===== config.mk =====
export PLATFORM = sky130hd
export DESIGN_NAME = id3v2_tag_text_extractor
export DESIGN_NICKNAME = d
export VERILOG_FILES = /design/src/rtl/id3_pkg.sv /design/src/rtl/id3v2_tag_text_extractor.sv
export SDC_FILE = /design/constraint.sdc
export NUM_CORES = 1
export LEC_CHECK = 0
export ABC_AREA = 1
export BUFFER_PORTS_ARGS = -buffer_cell sky130_fd_sc_hd__buf_4
export CORE_ASPECT_RATIO = 1.1
export CORE_MARGIN = 8
export CORE_UTILIZATION = 40
export CTS_BUF_LIST = sky130_fd_sc_hd__clkbuf_4 sky130_fd_sc_hd__clkbuf_8
export CTS_CLUSTER_SIZE = 12
export DETAILED_ROUTE_END_ITERATION = 7
export GPL_ROUTABILITY_DRIVEN = 0
export HOLD_SLACK_MARGIN = 0.06
export PLACE_DENSITY = 0.52
export SKIP_LAST_GASP = 1
export SLEW_MARGIN = 20
export SYNTH_ARGS = -nofsm -noshare
export SYNTH_HDL_FRONTEND = slang
export SYNTH_SLANG_ARGS = --single-unit

===== constraint.sdc =====
create_clock -name clk -period 5.47 [get_ports clk]
set_input_delay 0 -clock clk [delete_from_list [all_inputs] [get_ports clk]]
set_output_delay 0 -clock clk [all_outputs]
set_load 0.01 [all_outputs]

===== src/rtl/id3_pkg.sv =====
// Package for the ID3v2 tag byte labeler.
// Holds the parse phase type, frame and flag constants, byte class codes and
// the synchsafe size helper. No dependencies.
package id3_pkg;

    // Parse phase
    typedef enum logic [2:0] {
        PH_HEADER   = 3'd0,
        PH_EXTHDR   = 3'd1,
        PH_EXTSKIP  = 3'd2,
        PH_FRAMEHDR = 3'd3,
        PH_TEXT     = 3'd4,
        PH_FRSKIP   = 3'd5,
        PH_TAILSKIP = 3'd6,
        PH_AUDIO    = 3'd7
    } phase_t;

    // Byte class codes
    typedef enum logic [1:0] {
        CLS_TAG    = 2'd0,
        CLS_TITLE  = 2'd1,
        CLS_ARTIST = 2'd2,
        CLS_AUDIO  = 2'd3
    } byte_class_t;

    localparam int unsigned SIZE_W  = 29;
    localparam int unsigned POS_W   = 30;
    localparam int unsigned COUNT_W = 4;

    localparam logic [31:0] ID_TITLE  = 32'h5449_5432;  // TIT2
    localparam logic [31:0] ID_ARTIST = 32'h5450_4531;  // TPE1

    localparam int unsigned FLAG_EXTHDR_BIT = 6;
    localparam int unsigned FLAG_FOOTER_BIT = 4;

    localparam logic [COUNT_W-1:0] HDR_BYTES = 4'd10;
    localparam logic [COUNT_W-1:0] EXT_BYTES = 4'd6;
    localparam logic [COUNT_W-1:0] FLAGS_IDX = 4'd5;

    // One byte of a synchsafe size, not masked to 7 bits, placed by position
    function automatic logic [SIZE_W-1:0] size_part(input logic [7:0] b,
                                                    input logic [1:0] idx);
        logic [SIZE_W-1:0] part;
        begin
            case (idx)
                2'd0:    part = {b, 21'd0};
                2'd1:    part = {7'd0, b, 14'd0};
                2'd2:    part = {14'd0, b, 7'd0};
                2'd3:    part = {21'd0, b};
                default: part = '0;
            endcase
            return part;
        end
    endfunction

endpackage


===== src/rtl/id3v2_tag_text_extractor.sv =====
// ID3v2 tag byte labeler: top level with parse state and output register.
// Depends on id3_pkg.
//
// Latency: an accepted input beat is registered and shown as its output beat in the next cycle.
// Throughput: 1 byte per cycle; the only limit is the output register, which
// takes a new beat whenever it is empty or being drained in the same cycle.
// Reset: rst_n clears the parse state to the tag header phase and empties
// the output register; start_of_file on a beat restarts the parse state for that beat.
module id3v2_tag_text_extractor
    import id3_pkg::*;
(
    input  logic       clk,
    input  logic       rst_n,
    input  logic       s_axis_tvalid,
    output logic       s_axis_tready,
    input  logic [7:0] s_axis_tdata,   // [7:0] data_byte
    input  logic       s_axis_tuser,   // [0] start_of_file
    output logic       m_axis_tvalid,
    input  logic       m_axis_tready,
    output logic [7:0] m_axis_tdata,   // [7:0] out_byte
    output logic [3:0] m_axis_tuser    // [1:0] byte_class, [2] text_start, [3] tag_done
);

    // Parse state
    phase_t              phase_reg,       phase_next;
    logic [COUNT_W-1:0]  count_reg,       count_next;
    logic [SIZE_W-1:0]   tag_size_reg,    tag_size_next;
    logic [POS_W-1:0]    tag_pos_reg,     tag_pos_next;
    logic [7:0]          flags_reg,       flags_next;
    logic [31:0]         ident_reg,       ident_next;
    logic [SIZE_W-1:0]   sec_len_reg,     sec_len_next;
    logic                title_seen_reg,  title_seen_next;
    logic                artist_seen_reg, artist_seen_next;

    // Output register
    logic                out_valid_reg,   out_valid_next;
    logic [7:0]          out_byte_reg,    out_byte_next;
    byte_class_t         out_class_reg,   out_class_next;
    logic                out_start_reg,   out_start_next;
    logic                out_done_reg,    out_done_next;

    logic                accept;
    logic [7:0]          b;
    logic                sof;

    // Effective current state (after an optional restart)
    phase_t              cur_phase;
    logic [COUNT_W-1:0]  cur_count;
    logic [SIZE_W-1:0]   cur_size;
    logic [POS_W-1:0]    cur_pos;
    logic [7:0]          cur_flags;
    logic [31:0]         cur_ident;
    logic [SIZE_W-1:0]   cur_len;
    logic                cur_title;
    logic                cur_artist;

    // Step results
    byte_class_t         step_class;
    logic                step_start;
    logic                do_walk;
    logic                do_tail;
    logic [POS_W:0]      used;
    logic                walk_ok;
    logic                tail_ok;
    logic [COUNT_W-1:0]  cnt_inc;
    logic [COUNT_W-1:0]  hdr_idx;
    logic [SIZE_W-1:0]   len_dec;
    logic [POS_W-1:0]    size_diff;

    assign b      = s_axis_tdata;
    assign sof    = s_axis_tuser;
    assign accept = s_axis_tvalid && s_axis_tready;

    // Take a beat when the output register is empty or drains now
    assign s_axis_tready = !out_valid_reg || m_axis_tready;

    // Restart parsing on start_of_file
    always_comb
    begin
        if (sof)
        begin
            cur_phase  = PH_HEADER;
            cur_count  = '0;
            cur_size   = '0;
            cur_pos    = '0;
            cur_flags  = '0;
            cur_ident  = '0;
            cur_len    = '0;
            cur_title  = 1'b0;
            cur_artist = 1'b0;
        end
        else
        begin
            cur_phase  = phase_reg;
            cur_count  = count_reg;
            cur_size   = tag_size_reg;
            cur_pos    = tag_pos_reg;
            cur_flags  = flags_reg;
            cur_ident  = ident_reg;
            cur_len    = sec_len_reg;
            cur_title  = title_seen_reg;
            cur_artist = artist_seen_reg;
        end
    end

    // Per-byte parse step
    always_comb
    begin
        phase_next       = cur_phase;
        count_next       = cur_count;
        tag_size_next    = cur_size;
        tag_pos_next     = cur_pos;
        flags_next       = cur_flags;
        ident_next       = cur_ident;
        sec_len_next     = cur_len;
        title_seen_next  = cur_title;
        artist_seen_next = cur_artist;
        step_class       = CLS_TAG;
        step_start       = 1'b0;
        do_walk          = 1'b0;
        do_tail          = 1'b0;
        cnt_inc          = cur_count + 4'd1;
        hdr_idx          = cur_count - 4'd6;
        len_dec          = cur_len - {{(SIZE_W-1){1'b0}}, 1'b1};

        case (cur_phase)
            PH_HEADER:
            begin
                if (cur_count == FLAGS_IDX)
                    flags_next = b;
                else if (cur_count >= 4'd6)
                    tag_size_next = cur_size | size_part(b, hdr_idx[1:0]);
                count_next = cnt_inc;
                if (cnt_inc >= HDR_BYTES)
                begin
                    count_next = '0;
                    if (flags_next[FLAG_EXTHDR_BIT])
                    begin
                        sec_len_next = '0;
                        phase_next   = PH_EXTHDR;
                    end
                    else
                        do_walk = 1'b1;
                end
            end
            PH_EXTHDR:
            begin
                tag_pos_next = cur_pos + POS_W'(1);
                if (cur_count < 4'd4)
                    sec_len_next = cur_len | size_part(b, cur_count[1:0]);
                count_next = cnt_inc;
                if (cnt_inc >= EXT_BYTES)
                begin
                    count_next = '0;
                    if (sec_len_next > SIZE_W'(EXT_BYTES))
                    begin
                        sec_len_next = sec_len_next - SIZE_W'(EXT_BYTES);
                        phase_next   = PH_EXTSKIP;
                    end
                    else
                        do_walk = 1'b1;
                end
            end
            PH_FRAMEHDR:
            begin
                tag_pos_next = cur_pos + POS_W'(1);
                if (cur_count < 4'd4)
                    ident_next = {cur_ident[23:0], b};
                else if (cur_count < 4'd8)
                    sec_len_next = cur_len | size_part(b, cur_count[1:0]);
                count_next = cnt_inc;
                if (cnt_inc >= HDR_BYTES)
                begin
                    count_next = '0;
                    if (ident_next[31:24] == 8'd0)
                        do_tail = 1'b1;
                    else
                    begin
                        if (ident_next == ID_TITLE)
                            title_seen_next = 1'b1;
                        if (ident_next == ID_ARTIST)
                            artist_seen_next = 1'b1;
                        if (sec_len_next == '0)
                            do_walk = 1'b1;
                        else if (ident_next == ID_TITLE || ident_next == ID_ARTIST)
                            phase_next = PH_TEXT;
                        else
                            phase_next = PH_FRSKIP;
                    end
                end
            end
            PH_TEXT:
            begin
                tag_pos_next = cur_pos + POS_W'(1);
                if (cur_count != '0)
                    step_class = (cur_ident == ID_TITLE) ? CLS_TITLE : CLS_ARTIST;
                step_start = (cur_count == 4'd1);
                // Only zero, one and more matter here: saturate at two
                count_next = (cur_count < 4'd2) ? cnt_inc : cur_count;
                sec_len_next = len_dec;
                if (len_dec == '0)
                begin
                    count_next = '0;
                    do_walk    = 1'b1;
                end
            end
            PH_EXTSKIP, PH_FRSKIP, PH_TAILSKIP:
            begin
                tag_pos_next = cur_pos + POS_W'(1);
                sec_len_next = len_dec;
                if (len_dec == '0)
                begin
                    if (cur_phase == PH_TAILSKIP)
                        phase_next = PH_AUDIO;
                    else
                        do_walk = 1'b1;
                end
            end
            default:
            begin
                step_class = CLS_AUDIO;
            end
        endcase

        // Room left in the tag and missing frames decide whether to walk on
        used = {1'b0, tag_pos_next}
             + (flags_next[FLAG_FOOTER_BIT] ? (POS_W+1)'(20) : (POS_W+1)'(10));
        walk_ok   = ({2'b00, tag_size_next} > used)
                    && !(title_seen_next && artist_seen_next);
        tail_ok   = {1'b0, tag_size_next} > tag_pos_next;
        size_diff = {1'b0, tag_size_next} - tag_pos_next;

        if (do_walk && walk_ok)
        begin
            phase_next   = PH_FRAMEHDR;
            count_next   = '0;
            ident_next   = '0;
            sec_len_next = '0;
        end
        else if (do_walk || do_tail)
        begin
            if (tail_ok)
            begin
                sec_len_next = size_diff[SIZE_W-1:0];
                phase_next   = PH_TAILSKIP;
            end
            else
                phase_next = PH_AUDIO;
        end
    end

    // Load the output register
    always_comb
    begin
        out_valid_next = out_valid_reg;
        out_byte_next  = out_byte_reg;
        out_class_next = out_class_reg;
        out_start_next = out_start_reg;
        out_done_next  = out_done_reg;
        if (accept)
        begin
            out_valid_next = 1'b1;
            out_byte_next  = b;
            out_class_next = step_class;
            out_start_next = step_start;
            out_done_next  = (phase_next == PH_AUDIO);
        end
        else if (m_axis_tready)
            out_valid_next = 1'b0;
    end

    // Control state
    always_ff @(posedge clk or negedge rst_n)
    begin
        if (!rst_n)
        begin
            phase_reg       <= PH_HEADER;
            count_reg       <= '0;
            tag_size_reg    <= '0;
            tag_pos_reg     <= '0;
            flags_reg       <= '0;
            ident_reg       <= '0;
            sec_len_reg     <= '0;
            title_seen_reg  <= 1'b0;
            artist_seen_reg <= 1'b0;
            out_valid_reg   <= 1'b0;
        end
        else
        begin
            out_valid_reg <= out_valid_next;
            if (accept)
            begin
                phase_reg       <= phase_next;
                count_reg       <= count_next;
                tag_size_reg    <= tag_size_next;
                tag_pos_reg     <= tag_pos_next;
                flags_reg       <= flags_next;
                ident_reg       <= ident_next;
                sec_len_reg     <= sec_len_next;
                title_seen_reg  <= title_seen_next;
                artist_seen_reg <= artist_seen_next;
            end
        end
    end

    // Output payload
    always_ff @(posedge clk)
    begin
        out_byte_reg  <= out_byte_next;
        out_class_reg <= out_class_next;
        out_start_reg <= out_start_next;
        out_done_reg  <= out_done_next;
    end

    assign m_axis_tvalid = out_valid_reg;
    assign m_axis_tdata  = out_byte_reg;
    assign m_axis_tuser  = {out_done_reg, out_start_reg, out_class_reg};

endmodule


==> summary.txt <==
Global routing
  • Number of global-route vias before repair: 17600
  • Largest net degree at the start of global routing: 87
  • Initial antenna violation count: 0
  • Total Routing Usage GR: 26.4%
  • First-pass GRT wire length: 102000 um
  • Total grt overflow: 0

Routing
  • Initial DRC Count: 1838
  • Via density per instance: approximately 5.6
  • Vias: 19500
  • Post-route DRC: 0
  • Routed wire length: around 66000 um
  • DR WL/cell: 18.9 um
  • First-pass DRT Iterations: 7
  • Routed Antenna Nets: 0

Die
  • Core region area: 42100 um2
  • Row count: 79
  • Top-Level Pins: 27
  • Initial core utilization: between 40% and 50%
  • Die area: 49300 um2
  • Die width: 212 um
  • Die Ht: roughly 230 um

Timing
  • Peak Freq: 0.205 GHz
  • Slew HR: 33.1%
  • Max Transition Viols Final: 0
  • RSZ-0062 raised after global routing: false
  • WHS: roughly 92 ps
  • Period utilization: 89.2%
  • Final setup vio count: 0
  • Period minus WS final: 4880 ps
  • Fin Setup TNS: 0 ps
  • Final Skew: 24.4 ps
  • Worst-Margin Slew: 1000 ps
  • Final Hold Viols: 0

Synthesis
  • Most used DFF post-synth: dfrtp_1
  • Part of the Yosys area used for sequential elements: 21.6%
  • Syn Nets: ~3000
  • Synth top area share: 21.3%
  • Asr flop ratio synth: 91.7%
  • Post-synth cell types: between 50 and 60
  • Synth area leader: nand2_1
  • Synth top area cells: nand2_1, dfrtp_1, o21ai_0
  • Post-synth EDFFs: 12
  • Synth warnings: 0
  • Avg Cell Area, Syn: 5.82 um2
  • Synth Register Bits: 144
  • Synth Cell Area: 17000 um2
  • Post-Synthesis Cells: 2920

Critical path
  • Slowest CP cell: dfrtp_1
  • CP most frequent cell: nand2_1
  • Crit. End Element: flop
  • Max stage delay on crit path: 420 ps
  • Req. time, crit path: 5900 ps
  • Worst setup SP type: flop
  • Critical path's top delay family: simple AND/OR/NAND/NOR gates
  • Crit path buf inv count: 5
  • CP arrival: ~5300 ps
  • Critical path fanouts, max: 32
  • CP Class: reg2reg

Layout
  • Layout Cell Area excl Fill: 18300 um2
  • Layout fillers: approximately 4700
  • Most common cell after layout, fill and taps aside: nand2_1
  • Most frequent cells in the layout: nand2_1, nor2_1, inv_1
  • Antenna diode count: 0
  • Largest register FFs: 32
  • NumNets Final: ~3000
  • Area Growth Syn to Fin: 7.56%
  • Fin cells: 3488
  • Layout cell share with drive strength beyond 1: 7.29%

Clock tree
  • CTS tree: done
  • TritonCTS buffer count: 17
  • CTS Sinks: 144
  • Clk pin slew, worst setup/hold paths: 110 ps
  • Insertion delay of the later-clocked pin in the worst-skew pair: 560 ps
  • H-tree depth: 4
  • Root buf cell: clkbuf_8
  • CTS Buffer Depth: 2

Worst hold path
  • Hold Path Class: in2async

Place
  • Post-DP Area: 17700 um2
  • IO buf count: 26
  • DP HPWL: 51400 um
  • Placed cells: 3444

Job
  • Number of max-cap violations: 0

Power and ir drop
  • Total power: 5.57 mW
  • VDD IR max: about 0.19 mV
  • Pwr Density: around 300 nW/um2
  • LEAKAGE: roughly 9.2 nW

Outcome
  • Status: finished clean
-- path summary, 6_finish.rpt --
| kind | start | to | slack, ps | cells after the start |
|---|---|---|---|---|
| setup / recovery | phase_reg[0] | out_done_reg | 590 | 29 |
| hold / removal | rst_n | tag_size_reg[12] | 90 | 2 |
| setup reg to reg | phase_reg[0] | out_done_reg | 590 | 29 |
| hold reg to reg | ident_reg[30] | ident_reg[30] | 490 | 2 |
| max in group asynchronous | rst_n | tag_size_reg[5] | 4060 | 3 |
| min in group clk | s_axis_tuser | tag_size_reg[0] | 140 | 5 |
-- where the power goes --
part,switching [mW],total (mW),internal [mW],leakage (nW)
logic,2.27,3.19,0.921,7.05
clock network,0.512,1.07,0.556,0.238
registers,0.110,1.31,1.20,1.92
-- metrics by stage --
stage / utilization [%] / setup slack (ps)
3_5_place_dp: 41.9 / 293
2_1_floorplan: - / 889
5_1_grt: 43.4 / 21.8
6_report: 43.4 / 592
3_3_place_gp: 41.9 / 457
4_1_cts: 43.3 / 264
-- kinds of logic (layout without fill, tap and decap cells) --
logic type	Yosys count	after routing	synth area share, %
buffers and inverters	439	440	10.6
AOI/OAI and AO/OA	512	512	17.0
DFF	144	144	21.6
and+or+nand+nor	1695	1695	42.4
adders and majority gates	68	68	5.10
xor gates and xnor gates	62	62	3.24
-- layout make-up --
| cell class | count | area (um2) | area share [%] |
|---|---|---|---|
| Clock buffer | 18 | 241 | 1.32 |
| Sequential cell | 144 | 3660 | 20.1 |
| Timing Repair Buffer | 82 | 649 | 3.55 |
| Tap cell | 567 | 709 | 3.88 |
| Inverter | 326 | 1230 | 6.71 |
| Clock inverter | 14 | 228 | 1.25 |
| Multi-Input combinational cell | 2337 | 11600 | 63.2 |
-- synthesized netlist by cell type, drive strengths merged (14+ instances only) --
cell type	count
nor3	33
xor2	48
ha	66
dfrtp	132
xnor2	14
nand3	193
inv	323
buf	55
nand4	112
o22ai	23
a21oi	84
a31oi	14
nor2	342
o21ai	339
clkbuf	58
nand2	980
-- repair_timing --
action / in CTS / in global routing
gates resized for setup: 0 / 3
endpoints found under the setup margin: 0 / 68
setup buffers: 0 / 0
endpoints found under the hold margin: 111 / 0
hold buffers: 12 / 0
-- per-layer routing --
metal	up-vias	wire length, um	GRT usage, %
li1	9554	-	-
met1	9050	29300	35.9
met2	762	30100	42.2
met3	116	4640	4.13
met4	0	1930	8.87
met5	-	0	0
Power figures use the tool's default switching activity.
